<file path="config.mk">
export PLATFORM = sky130hd
export DESIGN_NAME = sbs_ctrl
export DESIGN_NICKNAME = d
export VERILOG_FILES = /design/src/sbs_pkg.sv /design/src/sbs_ctrl.sv
export SDC_FILE = /design/constraint.sdc
export NUM_CORES = 1
export LEC_CHECK = 0
export BUFFER_PORTS_ARGS = -buffer_cell sky130_fd_sc_hd__buf_4
export CORE_AREA = 2 2 39 41
export DETAILED_ROUTE_END_ITERATION = 8
export DIE_AREA = 0 0 41 43
export GPL_TIMING_DRIVEN = 0
export PLACE_DENSITY = 0.3
export SYNTH_ARGS = -nofsm -noshare
export SYNTH_HDL_FRONTEND = slang
export SYNTH_SLANG_ARGS = --single-unit
</file>
<file path="constraint.sdc">
create_clock -name clk -period 2.2 [get_ports clk]
set_input_delay 0.55 -clock clk [delete_from_list [all_inputs] [get_ports clk]]
set_output_delay 0.55 -clock clk [all_outputs]
set_load 0.005 [all_outputs]
</file>
<file path="src/sbs_pkg.sv">
package sbs_pkg;

  // table geometry
  localparam int TABLE_DEPTH = 1024;
  localparam int ADDR_W      = $clog2(TABLE_DEPTH);
  localparam int LEN_W       = ADDR_W + 1;
  localparam int IDX_W       = ADDR_W + 2;
  localparam int DATA_W      = 32;

  // configuration port
  localparam int CFG_IDX_W  = 2;
  localparam int CFG_DATA_W = LEN_W;
  localparam logic [CFG_IDX_W-1:0] REG_TABLE_LENGTH = 2'd0;
  localparam logic [CFG_IDX_W-1:0] REG_SEARCH_MODE  = 2'd1;

  // stream payload widths
  localparam int IN_TDATA_W  = 80;
  localparam int OUT_TDATA_W = 16;

  // input beat kinds
  localparam logic CMD_WRITE  = 1'b0;
  localparam logic CMD_SEARCH = 1'b1;

  typedef enum logic [1:0] {
    MODE_EXACT = 2'd0,
    MODE_LAST  = 2'd1,
    MODE_FIRST = 2'd2,
    MODE_NONE  = 2'd3
  } mode_t;

  typedef enum logic [1:0] {
    S_IDLE,
    S_PROBE,
    S_COMPARE,
    S_FINISH
  } ctrl_state_t;

  // controller to datapath
  typedef struct packed {
    logic wr;
    logic init;
    logic update;
    logic finish;
  } ctrl_cmd_t;

  // datapath to controller
  typedef struct packed {
    logic more;
  } dp_stat_t;

endpackage

</file>
<file path="src/sbs_ctrl.sv">
module sbs_ctrl (
  input  logic                clk,
  input  logic                rst_n,
  input  logic                in_tvalid,
  output logic                in_tready,
  input  logic                in_tuser,
  output logic                out_tvalid,
  input  logic                out_tready,
  input  sbs_pkg::dp_stat_t   stat,
  output sbs_pkg::ctrl_cmd_t  cmd
);
  import sbs_pkg::*;

  ctrl_state_t state_r, state_nxt;
  logic        out_valid_r, out_valid_nxt;
  logic        in_beat;
  logic        slot_free;

  assign in_beat   = in_tvalid && in_tready;
  assign slot_free = !out_valid_r || out_tready;

  // next state
  always_comb begin
    state_nxt = state_r;
    unique case (state_r)
      S_IDLE: begin
        if (in_beat && (in_tuser == CMD_SEARCH)) state_nxt = S_PROBE;
      end
      S_PROBE: begin
        state_nxt = stat.more ? S_COMPARE : S_FINISH;
      end
      S_COMPARE: begin
        state_nxt = S_PROBE;
      end
      S_FINISH: begin
        if (slot_free) state_nxt = S_IDLE;
      end
      default: state_nxt = S_IDLE;
    endcase
  end

  // outputs
  always_comb begin
    in_tready  = 1'b0;
    cmd        = '0;
    unique case (state_r)
      S_IDLE: begin
        in_tready = 1'b1;
        cmd.wr    = in_tvalid && (in_tuser == CMD_WRITE);
        cmd.init  = in_tvalid && (in_tuser == CMD_SEARCH);
      end
      S_PROBE: begin
      end
      S_COMPARE: begin
        cmd.update = 1'b1;
      end
      S_FINISH: begin
        cmd.finish = slot_free;
      end
      default: begin
      end
    endcase
  end

  // result slot valid
  always_comb begin
    out_valid_nxt = out_valid_r;
    if (cmd.finish)      out_valid_nxt = 1'b1;
    else if (out_tready) out_valid_nxt = 1'b0;
  end

  always_ff @(posedge clk) begin
    if (!rst_n) begin
      state_r     <= S_IDLE;
      out_valid_r <= 1'b0;
    end else begin
      state_r     <= state_nxt;
      out_valid_r <= out_valid_nxt;
    end
  end

  assign out_tvalid = out_valid_r;

`ifndef ASSERT_OFF
  a_cmp_after_probe: assert property (@(posedge clk) disable iff (!rst_n)
    (state_r == S_COMPARE) |-> ($past(state_r) == S_PROBE))
    else $error("compare step not preceded by a probe");

  a_finish_slot_free: assert property (@(posedge clk) disable iff (!rst_n)
    cmd.finish |-> (!out_valid_r || out_tready))
    else $error("result loaded over an untaken beat");

  a_valid_from_finish: assert property (@(posedge clk) disable iff (!rst_n)
    (out_valid_r && !$past(out_valid_r)) |-> $past(cmd.finish))
    else $error("result valid rose without a finished search");
`endif

endmodule

</file>
==> metrics.csv <==
metric;value;unit
status;finished, final reports clean;
cellPowerDensity;657;nW/um2
hold_class;reg2reg;
tns;0;ns
dominantRegCellSynth;dfxtp_1;
use_met2;7.50;%
cp-end-kind;output port;
crit_path_max_fanout;3;
yosysSeqAreaShare;40.0;%
synthesis.area;150;um2
synth_area_leaders;dfxtp_1 (40%), nor2b_1 (8.3%), and3_4 (7.5%);
crit_slowest_cell;nand2b_1;
postLayoutCoreUtil;20.2;%
cts_sinks;3;
crit_path_frequent_cell;buf_4;
die_w;41;um
syn_area_per_cell;8.34;um2
grt_most_used_layer;met2;
max-slew-margin-rel;87.0;%
leakage;0.142;nW
finalCriticalPeriod;1.78;ns
cts.clk_slew.worst_paths;0.03;ns
final.setup.worst_slack;0.424;ns
via_count;179;
grt_max_degree;7;
drc;0;
peakVddDrop;254;uV
antenna_cells;0;
cts_buffer_depth;2;
drv_cap;0;
finClkSkew;0.000484;ns
tritoncts;done;
routedWlPerCell;7.88;um
cts.htree.levels;1;
grt_use_met3;6.81;%
cts_buffers;3;
postCtsHoldBufs;0;
finalHoldViolations;0;
crit_chain;buf_4 > nand2b_1 > nand3_1 > inv_1 > buf_4 > buf_4;
worstPathRequired;1.65;ns
critical_path_class;in2out;
met1_usage;7.35;%
start_util;10.8;%
layout.cells.non_filler;49;
syn_inst;18;
async_flop_share;0;%
synth-edff-count;0;
synth_nets;24;
dpl_worst_slack;0.419;ns
antenna_found_initial;0;
grt_pass1_wl;724;um
cp-start-kind;input pin;
dr.pass1.iters;2;
arrival;1.23;ns
netlist.area_leader.share;40.0;%
dp.cells;45;
gr-total-overflow;0;
drive_above_1_share;51.5;%
final_nets;40;
n_fill_cell;153;
io_buffers;11;
ant_nets;0;
cts_resized;0;
cpPeakStageDelay;0.17;ns
pin_count;12;
synth_top_cell_by_area;dfxtp_1;
drv_slew;0;
worst_pin_slew;0.195;ns
synth_warnings;0;
ys_seq_elements;3;
setup_violations;0;
drt_iter0_drc;1;
post_cts_buffers;0;
rows;14;
fmaxAchievable;563;MHz
rsz0062_at_grt;false;
gp_routability_congestion;0.636;
routed_wl;386;um
grt_pass1_vias;176;
dieArea;1760;um2
core_region_area;1380;um2
vias_per_cell;3.65;
ys_types;13;
netlist_top_cells_count;dfxtp_1 (3), nand2_1 (3), nor2b_1 (2);
cts_root_buf;clkbuf_4;
syn2layout_area_growth;85.8;%
fp.dieH;43;um
period_share;80.7;%
grt_usage;6.61;%
clk_latency;0.23;ns
==> where the power goes <==
part,leakage [nW],switching [mW],internal (mW),total (mW)
logic,0.103,0.00952,0.0191,0.0286
clock network,0.0150,0.0255,0.0678,0.0933
registers,0.0245,0.00387,0.0575,0.0614
==> final timing paths <==
kind	startpoint	end	slack [ns]	cells after the start
min reg2reg	state_r[0]	state_r[1]	0.50	2
max	out_tready	cmd[0]	0.42	6
max reg2reg	state_r[1]	state_r[0]	1.10	3
min	state_r[0]	state_r[1]	0.50	2
==> routing by layer <==
layer | share of wire, % | vias to the layer above
met1 | 40 | 75
met2 | 43 | 13
met3 | 16 | 2
li1 | - | 89
met4 | 1.3 | 0
met5 | 0 | -
==> stage by stage <==
| step | area [um2] | hold WS [ns] | total power, mW |
|---|---|---|---|
| floorplan | 150 | 0.469 | 0.0728 |
| global placement | 253 | 0.499 | 0.0914 |
| detailed placement | 253 | 0.497 | 0.0912 |
| CTS | 279 | 0.504 | 0.189 |
| global route | 279 | 0.545 | 0.200 |
| finish | 279 | 0.504 | 0.183 |
==> worst max-delay path, delay by kind of cell <==
| family | cells | cell delay (ns) |
|---|---|---|
| simple gates | 2 | 0.28 |
| buf+inv | 4 | 0.39 |
==> sequential cells by signal (all words and copies together), names as in the netlist <==
signal      flops
out_tvalid      1
state_r         2
==> cell families after synthesis <==
kind of cell    count (synthesis)  synth area share, %
buf+inv                         2                 7.50
flops                           3                 40.0
compound gates                  3                 15.0
simple gates                   10                 37.5
==> placed cells by master (no fill, tap or decap), drive strengths merged, types with 2 or more instances in the layout <==
master,synthesis,final
buf,1,12
clkbuf,0,4
dfxtp,3,3
nand2,3,3
nor2,2,2
nor2b,2,2
==> final cells by class <==
class                   instances  area [um2]  area share [%]
well taps                      16        20.0            7.17
multi-input cells              13        78.8            28.3
repair buffers                 11        82.6            29.6
inverters                       1        3.75            1.35
flip-flops and latches          3        60.1            21.5
clock buffers                   4        26.3            9.42
plain buffers                   1        7.51            2.69
(Power assumes the default switching activity.)
